**src/rtl/utf8dec_pkg.sv**
```systemverilog
// Shared constants, types and helpers for the UTF-8 stream decoder.
package utf8dec_pkg;

    // Field widths
    localparam int unsigned BYTE_W  = 8;
    localparam int unsigned CP_W    = 21;
    localparam int unsigned CNT_W   = 3;
    localparam int unsigned PCNT_W  = 2;
    localparam int unsigned ELEN_W  = 3;
    localparam int unsigned NRES_W  = 3;
    localparam int unsigned S_TDATA_W = 8;
    localparam int unsigned M_TDATA_W = 24;

    // Lead and continuation byte classification
    localparam logic [BYTE_W-1:0] ASCII_MASK = 8'h80;
    localparam logic [BYTE_W-1:0] CONT_MASK  = 8'hC0;
    localparam logic [BYTE_W-1:0] CONT_CODE  = 8'h80;
    localparam logic [BYTE_W-1:0] LEAD2_MASK = 8'hE0;
    localparam logic [BYTE_W-1:0] LEAD2_CODE = 8'hC0;
    localparam logic [BYTE_W-1:0] LEAD3_MASK = 8'hF0;
    localparam logic [BYTE_W-1:0] LEAD3_CODE = 8'hE0;
    localparam logic [BYTE_W-1:0] LEAD4_MASK = 8'hF8;
    localparam logic [BYTE_W-1:0] LEAD4_CODE = 8'hF0;

    // Payload masks
    localparam logic [BYTE_W-1:0] PAY2_MASK = 8'h1F;
    localparam logic [BYTE_W-1:0] PAY3_MASK = 8'h0F;
    localparam logic [BYTE_W-1:0] PAY4_MASK = 8'h07;
    localparam logic [BYTE_W-1:0] CONT_PAY_MASK = 8'h3F;

    // Sequence lengths
    localparam logic [ELEN_W-1:0] LEN_NONE = 3'd0;
    localparam logic [ELEN_W-1:0] LEN_ONE  = 3'd1;
    localparam logic [ELEN_W-1:0] LEN_TWO  = 3'd2;
    localparam logic [ELEN_W-1:0] LEN_THREE = 3'd3;
    localparam logic [ELEN_W-1:0] LEN_FOUR = 3'd4;

    localparam logic [CP_W-1:0] REPLACEMENT_CP = 21'h00FFFD;

    // Results caused by one input byte: all but the final one are malformed
    typedef struct packed {
        logic [NRES_W-1:0] count;
        logic [CP_W-1:0]   code_point;
        logic [CNT_W-1:0]  byte_count;
        logic              malformed;
    } result_desc_t;

    // Continuation payload of a byte, six bits
    function automatic logic [5:0] cont_payload(input logic [BYTE_W-1:0] b);
        logic [BYTE_W-1:0] masked;
        masked = b & CONT_PAY_MASK;
        return masked[5:0];
    endfunction

endpackage

```
**src/rtl/utf8dec_decode.sv**
```systemverilog
// Byte classification, pending-sequence state and per-byte result descriptor.
module utf8dec_decode (
    input  logic                                aclk,
    input  logic                                aresetn,
    input  logic                                accept,
    input  logic [utf8dec_pkg::BYTE_W-1:0]      in_byte,
    input  logic                                end_of_string,
    output utf8dec_pkg::result_desc_t           desc
);

    logic [utf8dec_pkg::BYTE_W-1:0] pend_reg [3];
    logic [utf8dec_pkg::PCNT_W-1:0] pcount_reg, pcount_next;
    logic [utf8dec_pkg::ELEN_W-1:0] elen_reg, elen_next;

    logic                            is_cont;
    logic                            is_ascii;
    logic [utf8dec_pkg::ELEN_W-1:0]  lead_len;
    logic [utf8dec_pkg::NRES_W-1:0]  flush_a;
    logic [utf8dec_pkg::NRES_W-1:0]  flush_b;
    logic                            head_emit;
    logic [utf8dec_pkg::CP_W-1:0]    head_cp;
    logic [utf8dec_pkg::CNT_W-1:0]   head_cnt;
    logic                            head_bad;
    logic [utf8dec_pkg::PCNT_W-1:0]  pcount_mid;
    logic [utf8dec_pkg::ELEN_W-1:0]  elen_mid;
    logic                            store_lead;
    logic                            store_cont;
    logic [utf8dec_pkg::CP_W-1:0]    assembled;
    logic [utf8dec_pkg::BYTE_W-1:0]  lead2_pay, lead3_pay, lead4_pay;

    // Classify the incoming byte
    always_comb begin
        is_cont  = (in_byte & utf8dec_pkg::CONT_MASK) == utf8dec_pkg::CONT_CODE;
        is_ascii = (in_byte & utf8dec_pkg::ASCII_MASK) == '0;
        priority if ((in_byte & utf8dec_pkg::LEAD2_MASK) == utf8dec_pkg::LEAD2_CODE) begin
            lead_len = utf8dec_pkg::LEN_TWO;
        end else if ((in_byte & utf8dec_pkg::LEAD3_MASK) == utf8dec_pkg::LEAD3_CODE) begin
            lead_len = utf8dec_pkg::LEN_THREE;
        end else if ((in_byte & utf8dec_pkg::LEAD4_MASK) == utf8dec_pkg::LEAD4_CODE) begin
            lead_len = utf8dec_pkg::LEN_FOUR;
        end else begin
            lead_len = utf8dec_pkg::LEN_NONE;
        end
    end

    // Assemble a completed sequence from the held bytes and this byte
    always_comb begin
        lead2_pay = pend_reg[0] & utf8dec_pkg::PAY2_MASK;
        lead3_pay = pend_reg[0] & utf8dec_pkg::PAY3_MASK;
        lead4_pay = pend_reg[0] & utf8dec_pkg::PAY4_MASK;
        unique case (elen_reg)
            utf8dec_pkg::LEN_TWO: begin
                assembled = {10'd0, lead2_pay[4:0], utf8dec_pkg::cont_payload(in_byte)};
            end
            utf8dec_pkg::LEN_THREE: begin
                assembled = {5'd0, lead3_pay[3:0],
                             utf8dec_pkg::cont_payload(pend_reg[1]),
                             utf8dec_pkg::cont_payload(in_byte)};
            end
            default: begin
                assembled = {lead4_pay[2:0],
                             utf8dec_pkg::cont_payload(pend_reg[1]),
                             utf8dec_pkg::cont_payload(pend_reg[2]),
                             utf8dec_pkg::cont_payload(in_byte)};
            end
        endcase
    end

    // Work out the results and the next state for this byte
    always_comb begin
        flush_a    = '0;
        head_emit  = 1'b0;
        head_cp    = utf8dec_pkg::REPLACEMENT_CP;
        head_cnt   = utf8dec_pkg::LEN_ONE;
        head_bad   = 1'b1;
        pcount_mid = pcount_reg;
        elen_mid   = elen_reg;
        store_lead = 1'b0;
        store_cont = 1'b0;

        if (pcount_reg != '0 && is_cont) begin
            // continuation: either complete the sequence or hold the byte
            if ({1'b0, pcount_reg} + 3'd1 >= elen_reg) begin
                head_emit  = 1'b1;
                head_cp    = assembled;
                head_cnt   = elen_reg;
                head_bad   = 1'b0;
                pcount_mid = '0;
                elen_mid   = utf8dec_pkg::LEN_NONE;
            end else begin
                store_cont = 1'b1;
                pcount_mid = pcount_reg + 2'd1;
            end
        end else begin
            // drop a broken sequence, then treat the byte as a lead
            if (pcount_reg != '0) begin
                flush_a = {1'b0, pcount_reg};
            end
            pcount_mid = '0;
            elen_mid   = utf8dec_pkg::LEN_NONE;
            if (is_ascii) begin
                head_emit = 1'b1;
                head_cp   = {13'd0, in_byte};
                head_bad  = 1'b0;
            end else if (lead_len == utf8dec_pkg::LEN_NONE) begin
                head_emit = 1'b1;
            end else begin
                store_lead = 1'b1;
                pcount_mid = 2'd1;
                elen_mid   = lead_len;
            end
        end

        // end of string drops whatever is still held
        flush_b     = '0;
        pcount_next = pcount_mid;
        elen_next   = elen_mid;
        if (end_of_string && pcount_mid != '0) begin
            flush_b     = {1'b0, pcount_mid};
            pcount_next = '0;
            elen_next   = utf8dec_pkg::LEN_NONE;
        end

        desc.count      = flush_a + flush_b + {2'b00, head_emit};
        desc.code_point = head_emit ? head_cp : utf8dec_pkg::REPLACEMENT_CP;
        desc.byte_count = head_emit ? head_cnt : utf8dec_pkg::LEN_ONE;
        desc.malformed  = head_emit ? head_bad : 1'b1;
    end

    // Advance the sequence state on each accepted beat
    always_ff @(posedge aclk) begin
        if (!aresetn) begin
            pcount_reg <= '0;
            elen_reg   <= utf8dec_pkg::LEN_NONE;
        end else if (accept) begin
            pcount_reg <= pcount_next;
            elen_reg   <= elen_next;
        end
    end

    // Hold lead and continuation bytes
    always_ff @(posedge aclk) begin
        if (accept && store_lead) begin
            pend_reg[0] <= in_byte;
        end
        if (accept && store_cont && pcount_reg == 2'd1) begin
            pend_reg[1] <= in_byte;
        end
        if (accept && store_cont && pcount_reg == 2'd2) begin
            pend_reg[2] <= in_byte;
        end
    end

endmodule

```
**src/rtl/utf8dec_emit.sv**
```systemverilog
// Result register: plays out the results of one byte, one beat per cycle while m_tready is high.
module utf8dec_emit (
    input  logic                                  aclk,
    input  logic                                  aresetn,
    input  logic                                  load,
    input  utf8dec_pkg::result_desc_t             desc,
    output logic                                  can_load,
    output logic                                  m_tvalid,
    input  logic                                  m_tready,
    output logic [utf8dec_pkg::M_TDATA_W-1:0]     m_tdata,
    output logic                                  m_tlast,
    output logic                                  m_tuser
);

    logic [utf8dec_pkg::NRES_W-1:0] remain_reg, remain_next;
    logic [utf8dec_pkg::CP_W-1:0]   cp_reg;
    logic [utf8dec_pkg::CNT_W-1:0]  cnt_reg;
    logic                           bad_reg;
    logic                           final_beat;

    assign final_beat = remain_reg == 3'd1;
    assign m_tvalid   = remain_reg != '0;
    assign m_tlast    = final_beat;
    assign can_load   = (remain_reg == '0) || (final_beat && m_tready);

    // Earlier beats are replacement results; the last carries the final fields
    assign m_tdata = final_beat ? {cnt_reg, cp_reg}
                                : {utf8dec_pkg::LEN_ONE, utf8dec_pkg::REPLACEMENT_CP};
    assign m_tuser = final_beat ? bad_reg : 1'b1;

    // Count down the beats still owed
    always_comb begin
        remain_next = remain_reg;
        if (load) begin
            remain_next = desc.count;
        end else if (m_tvalid && m_tready) begin
            remain_next = remain_reg - 3'd1;
        end
    end

    always_ff @(posedge aclk) begin
        if (!aresetn) begin
            remain_reg <= '0;
        end else begin
            remain_reg <= remain_next;
        end
    end

    // Hold the final result fields
    always_ff @(posedge aclk) begin
        if (load) begin
            cp_reg  <= desc.code_point;
            cnt_reg <= desc.byte_count;
            bad_reg <= desc.malformed;
        end
    end

endmodule

```
**src/rtl/utf8_stream_decoder_core.sv**
```systemverilog
// UTF-8 stream decoder: top level joining the decode stage and result register.
//
// Input channel s_*: one raw byte a beat in s_tdata[7:0]; s_tlast marks the
// last byte of a string. Output channel m_*: one decoded result a beat,
// m_tdata holds the code point and the byte count, m_tuser flags a
// malformed result (code point U+FFFD) and m_tlast marks the final result
// caused by one input byte.
// A byte is decoded in the cycle it is accepted and its results appear from
// the next cycle on. A byte that completes or breaks nothing gives no
// result. One byte is taken every cycle as long as each gives at most one
// result and the receiver is ready; a byte that flushes a broken or truncated
// sequence gives up to four results, and s_tready stays low until the
// result register is on its last beat, so the next byte waits until all
// but the last of those results have been taken.
// When the receiver stalls, the current result is held on m_* and s_tready
// drops once the result register cannot take the next byte's results.
// Reset (aresetn low at a clock edge) clears the held sequence and drops
// any results not yet delivered.
module utf8_stream_decoder_core (
    input  logic                                  aclk,
    input  logic                                  aresetn,
    input  logic                                  s_tvalid,
    output logic                                  s_tready,
    input  logic [utf8dec_pkg::S_TDATA_W-1:0]     s_tdata,  // [7:0] in_byte
    input  logic                                  s_tlast,  // end_of_string
    output logic                                  m_tvalid,
    input  logic                                  m_tready,
    output logic [utf8dec_pkg::M_TDATA_W-1:0]     m_tdata,  // [20:0] code_point, [23:21] byte_count
    output logic                                  m_tlast,  // run_last
    output logic                                  m_tuser   // [0] malformed
);

    utf8dec_pkg::result_desc_t desc;
    logic                      can_load;
    logic                      accept;

    assign s_tready = can_load;
    assign accept   = s_tvalid && s_tready;

    utf8dec_decode u_decode (
        .aclk          (aclk),
        .aresetn       (aresetn),
        .accept        (accept),
        .in_byte       (s_tdata[7:0]),
        .end_of_string (s_tlast),
        .desc          (desc)
    );

    utf8dec_emit u_emit (
        .aclk     (aclk),
        .aresetn  (aresetn),
        .load     (accept),
        .desc     (desc),
        .can_load (can_load),
        .m_tvalid (m_tvalid),
        .m_tready (m_tready),
        .m_tdata  (m_tdata),
        .m_tlast  (m_tlast),
        .m_tuser  (m_tuser)
    );

endmodule

```
**config.mk**
```make
export PLATFORM = sky130hd
export DESIGN_NAME = utf8_stream_decoder_core
export DESIGN_NICKNAME = d
export VERILOG_FILES = /design/src/rtl/utf8dec_pkg.sv /design/src/rtl/utf8dec_decode.sv /design/src/rtl/utf8dec_emit.sv /design/src/rtl/utf8_stream_decoder_core.sv
export SDC_FILE = /design/constraint.sdc
export NUM_CORES = 1
export LEC_CHECK = 0
export ABC_AREA = 1
export BUFFER_PORTS_ARGS = -buffer_cell sky130_fd_sc_hd__buf_2
export CAP_MARGIN = 20
export CORE_UTILIZATION = 35
export DETAILED_ROUTE_END_ITERATION = 8
export GPL_TIMING_DRIVEN = 0
export SLEW_MARGIN = 20
export SYNTH_ARGS = -nofsm -noshare
export SYNTH_HDL_FRONTEND = slang
export SYNTH_SLANG_ARGS = --single-unit
export TNS_END_PERCENT = 50
```
**constraint.sdc**
```tcl
create_clock -name aclk -period 4.6 [get_ports aclk]
set_input_delay 0.23 -clock aclk [delete_from_list [all_inputs] [get_ports aclk]]
set_output_delay 0.23 -clock aclk [all_outputs]
set_load 0.01 [all_outputs]
```
Yosys cells after proc, flatten, opt, wreduce, memory -nomap -nowiden
Memory sizes are Yosys's and may differ from the RTL's.
Index checks and enable logic that the tools add are counted.
W data, S select, Z words.

operators by class
  add/subtract/negate cells = 5
  order comparisons = 1
  equality and inequality tests = 10
  muxes and demuxes = 47
  reduce and logical (&&, ||, !) cells = 21

operator list
  operator               count
  $mux W21               2
  $pmux W21 S2           1
  $mux W3                10
  $mux W24               1
  $mux W1                21
  $mux W2                9
  $mux W16               1
  $mux W8                2
  $reduce_or A8 Y1       2
  $logic_and A1 B1 Y1    9
  $logic_not A8 Y1       1
  $eq A3 B2 Y1 const B   2
  $logic_not A3 Y1       2
  $reduce_bool A2 Y1     3
  $eq A5 B5 Y1 const B   1
  $eq A2 B2 Y1 const B   2
  $eq A4 B4 Y1 const B   1
  $add A2 B1 Y3 const B  1
  $add A3 B1 Y3          1
  $add A3 B2 Y3          1
  $eq A3 B1 Y1 const B   1
  $eq A3 B3 Y1 const B   1
  $ge A3 B3 Y1           1
  $ne A3 B3 Y1 const B   1
  other kinds (7)        7

storage, ports and cells
  RAM bits = 24
  logic and storage cells = 91
  input port bits = 13
  bits in registers = 33
  memories kept = 1

memory list
  memory             depth  width  read ports  clocked after memory_dff  wr ports  RTL line              RTL
  u_decode.pend_reg  3      8      3           0                         1         utf8dec_decode.sv:11  logic [utf8dec_pkg::BYTE_W-1:0] pend_reg [3];

Logic depth before layout (Yosys ltp)
  depth after elaboration = 14
  gate-level depth with buffers = 16

Modules after synthesis
From an unflattened synthesis, not the netlist that was laid out.

second synthesis, totals
  cells, all modules = 267
  area, all modules = 2582.5 um^2

modules (own cells, without submodules)
  module                    instances  seq. area each (um^2)  cells an instance  area each (um^2)
  utf8dec_decode            1          610.6                  166                1386.3
  utf8dec_emit              1          810.8                  99                 1188.6
  utf8_stream_decoder_core  1          0.0                    2                  7.5

Worst setup path after synthesis
No wires, ideal clock.

  kind = register to register
  from = register u_decode.pcount_reg[0] in the netlist's numbering
  to = register u_emit.remain_reg[1] in the netlist's numbering
  arrival = 2656 ps
  buffers on the path = 1
  slack = 1884 ps
  cell stages (with the launch flop) = 16
  period minus slack after synthesis = 2716 ps
  data required time = 4540 ps
  setup time = 60 ps
  cell sequence = dfxtp_1 > inv_1 > ha_1 > ha_1 > nand2_1 > inv_1 > nand2_1 > nand2_1 > nand2_1 > buf_4 > nand2_1 > fa_1 > inv_1 > fa_1 > nand2_1 > o311a_1

on the way
  elaborated cells between the ends (all ways) = 17
  classes of those cells = add/sub (4); order compare (1); mux (8); reduce/logical (4)

RTL lines
  element                       RTL line               RTL
  start, declared               utf8dec_decode.sv:12   logic [utf8dec_pkg::PCNT_W-1:0] pcount_reg, pcount_next;
  start signal, assigned        utf8dec_decode.sv:136  pcount_reg <= pcount_next;
  $add A2 B1 Y3                 utf8dec_decode.sv:83   if ({1'b0, pcount_reg} + 3'd1 >= elen_reg) begin
  $ge A3 B3 Y1                  utf8dec_decode.sv:83
  $mux W1                       utf8dec_decode.sv:83
  $mux W1 *                     utf8dec_decode.sv:81   if (pcount_reg != '0 && is_cont) begin
  named net u_decode.head_emit  utf8dec_decode.sv:20   logic head_emit;
  $add A3 B1 Y3 *               utf8dec_decode.sv:124  desc.count = flush_a + flush_b + {2'b00, head_emit};
  $mux W3 *                     utf8dec_emit.sv:34     if (load) begin
  end signal, assigned          utf8dec_emit.sv:45     remain_reg <= remain_next;
  end, declared                 utf8dec_emit.sv:15     logic [utf8dec_pkg::NRES_W-1:0] remain_reg, remain_next;

Mark *: on every way through the listed nets, which the timed path passes. The rest lies on a longest branch.
A chain may end at the register's enable or synchronous reset.

Worst setup path in the final report
Ends and elaborated chain as after synthesis.

==> flow_summary.json <==
{
  "outcome": "completed",
  "drt_iter0_markers": 91,
  "final_area_um2": 2920,
  "netlist_area_um2": 2510,
  "gr-total-overflow": 0,
  "clock-sinks": 50,
  "syn2layout_area_growth_pct": 16.4,
  "clk_path_buf_depth": 2,
  "ant_nets": 0,
  "n_antenna_cell": 0,
  "maxCapViolations": 0,
  "critPathRequiredTime_ns": 4.85,
  "clock_skew_ns": 0.0184,
  "ir_drop_v": 0.000227,
  "layout_min_cycle_time_ns": 3.01,
  "synth_edf_count": 42,
  "finalNetCount": 328,
  "syn_nets": 281,
  "dp_hpwl_um": 3670,
  "io_pins": 41,
  "maxSlewViolCount": 0,
  "power_mw": 1.40,
  "cts.clk_slew.worst_paths_ns": 0.10,
  "setup_violations": 0,
  "htree_levels": 2,
  "tritoncts": "yes",
  "tns_ns": 0,
  "p_leak_nw": 1.23,
  "synth_cells": 256,
  "slew_headroom_pct": 55.7,
  "finalHoldViolCount": 0,
  "vias": 1788,
  "first_pass_iters": 4,
  "p_seq_share_pct": 44.9,
  "synthFlopType": "edfxtp_1",
  "p_per_area_nw_per_um2": 479,
  "combPwrFrac_pct": 36.7,
  "pwr-share-clk_pct": 18.4,
  "cts_resized": 0,
  "die_area_um2": 7510,
  "mostFrequentLayoutCell": "nand2_1",
  "preCtsSetupSlack_ns": 1.62,
  "stdcell_count": 400,
  "routed_wl_um": 4750,
  "intPower_mw": 0.886,
  "grt_max_degree": 35,
  "via_per_inst": 4.47,
  "place_inst": 392,
  "largest_register_ffs": 21,
  "start_kind": "register",
  "hp-class": "in -> reg",
  "yosysTopAreaCell": "edfxtp_1",
  "antenna_found_initial": 0,
  "grt.total_usage_pct": 14.0,
  "die_h_um": 86.7,
  "post_drt_wl_per_cell_um": 11.9,
  "place_area_um2": 2830,
  "tightest_slew_ns": 0.663,
  "postCtsSetupBuffers": 0,
  "worst_slack_ns": 1.59,
  "floorplan.initialDensity_pct": 36.5,
  "hold_buffers": 0,
  "first_global_vias": 1657,
  "rsz0062_at_grt": "no",
  "synth_area_leaders": "edfxtp_1 (50%), nand2_1 (8.2%), dfxtp_1 (6.4%)",
  "path_class": "reg -> reg",
  "yosysTopAreaCellShare_pct": 50.3,
  "rows": 30,
  "fin_crit_sh_pct": 65.3,
  "avgSynthCellArea_um2": 9.80,
  "yosysWarnings": 0,
  "p_switching_mw": 0.513,
  "cts_root_buf": "clkbuf_8",
  "numPortBuffers": 40,
  "gp_congestion": 0.847,
  "ys_ff_latch": 50,
  "seq_area_frac_synth_pct": 56.7,
  "drive_gt1_share_pct": 27.3,
  "grt_pass1_wl_um": 7910,
  "endpoint_kind": "register",
  "fmax_mhz": 333,
  "die_x_um": 86.7,
  "route.detailed.drc": 0,
  "layout_common_cells": "nand2_1 (55), edfxtp_1 (42), buf_2 (41), inv_1 (36), nor2_1 (27)",
  "worstPathArrival_ns": 3.26,
  "path_max_fanout": 10,
  "core_area_um2": 6870,
  "netSwitchingFraction_pct": 36.7,
  "clkLatencyLatePin_ns": 0.31,
  "async_reset_ff_share_pct": 0,
  "cts_buffers": 5,
  "netlist-cell-type-count": 30
}
-- worst max-delay path, stage by stage (launching register included) --
cell and delay [ns]:
dfxtp_1 0.45, inv_1 0.11, ha_1 0.34, ha_1 0.28, nand2_1 0.06, inv_1 0.03
nand2_1 0.04, nand2_1 0.09, nand2_1 0.11, buf_4 0.18, nand2_1 0.12, fa_1 0.43
inv_1 0.07, fa_1 0.40, nand2_1 0.08, o311a_1 0.16
-- path summary, 6_finish.rpt --
kind                                  end  cells after the start  slack, ns                   start
setup / recovery     u_emit.remain_reg[1]                     15       1.59  u_decode.pcount_reg[0]
hold / removal    u_decode.pend_reg[0][8]                      1       0.13              s_tdata[0]
setup reg to reg     u_emit.remain_reg[1]                     15       1.59  u_decode.pcount_reg[0]
hold reg to reg      u_decode.elen_reg[2]                      2       0.51    u_decode.elen_reg[2]
-- layout make-up --
cell class / instances / area (um^2)
multi-input cells: 162 / 917
fillers: 684 / 3950
well taps: 96 / 120
repair buffers: 40 / 200
flip-flops and latches: 50 / 1420
clock inverters: 3 / 21.3
plain buffers: 5 / 23.8
inverters: 39 / 146
clock buffers: 5 / 68.8
-- power groups by stage --
stage	Combinational (mW)	Clock [mW]	Sequential, mW
3_3_place_gp	0.512	0	0.639
5_1_grt	0.585	0.281	0.637
6_report	0.514	0.257	0.628
4_1_cts	0.523	0.263	0.629
2_1_floorplan	0.358	0	0.631
3_5_place_dp	0.521	0	0.640
-- per-stage QoR --
step           hold slack [ns]  util (%)
3_5_place_dp             0.466      41.2
4_1_cts                  0.142      42.5
6_report                 0.133      42.5
3_3_place_gp             0.467      41.2
2_1_floorplan            0.328         -
5_1_grt                  0.129      42.5
-- per-layer routing --
| layer | vias to the layer above | track usage (%) | share of wire (%) |
|---|---|---|---|
| met5 | - | 0 | 0 |
| met1 | 808 | 17.4 | 46 |
| li1 | 931 | - | - |
| met4 | 0 | 5.30 | 1.4 |
| met3 | 6 | 3.05 | 3.7 |
| met2 | 43 | 23.9 | 49 |
-- Yosys cell counts, drive strengths merged, types with 5 or more instances --
| cell | number |
|---|---|
| dfxtp | 8 |
| a21oi | 8 |
| nand2 | 61 |
| or2 | 20 |
| nor2 | 28 |
| nor3 | 5 |
| inv | 38 |
| ha | 10 |
| nand3 | 9 |
| a31oi | 5 |
| edfxtp | 42 |
-- cells by family after synthesis --
kind of cell | synth area share, %
compound gates | 6.18
xor+xnor | 0.698
fa+ha+maj | 6.58
buf+inv | 6.78
flops | 56.7
simple gates | 23.1
Power figures use the tool's default switching activity.
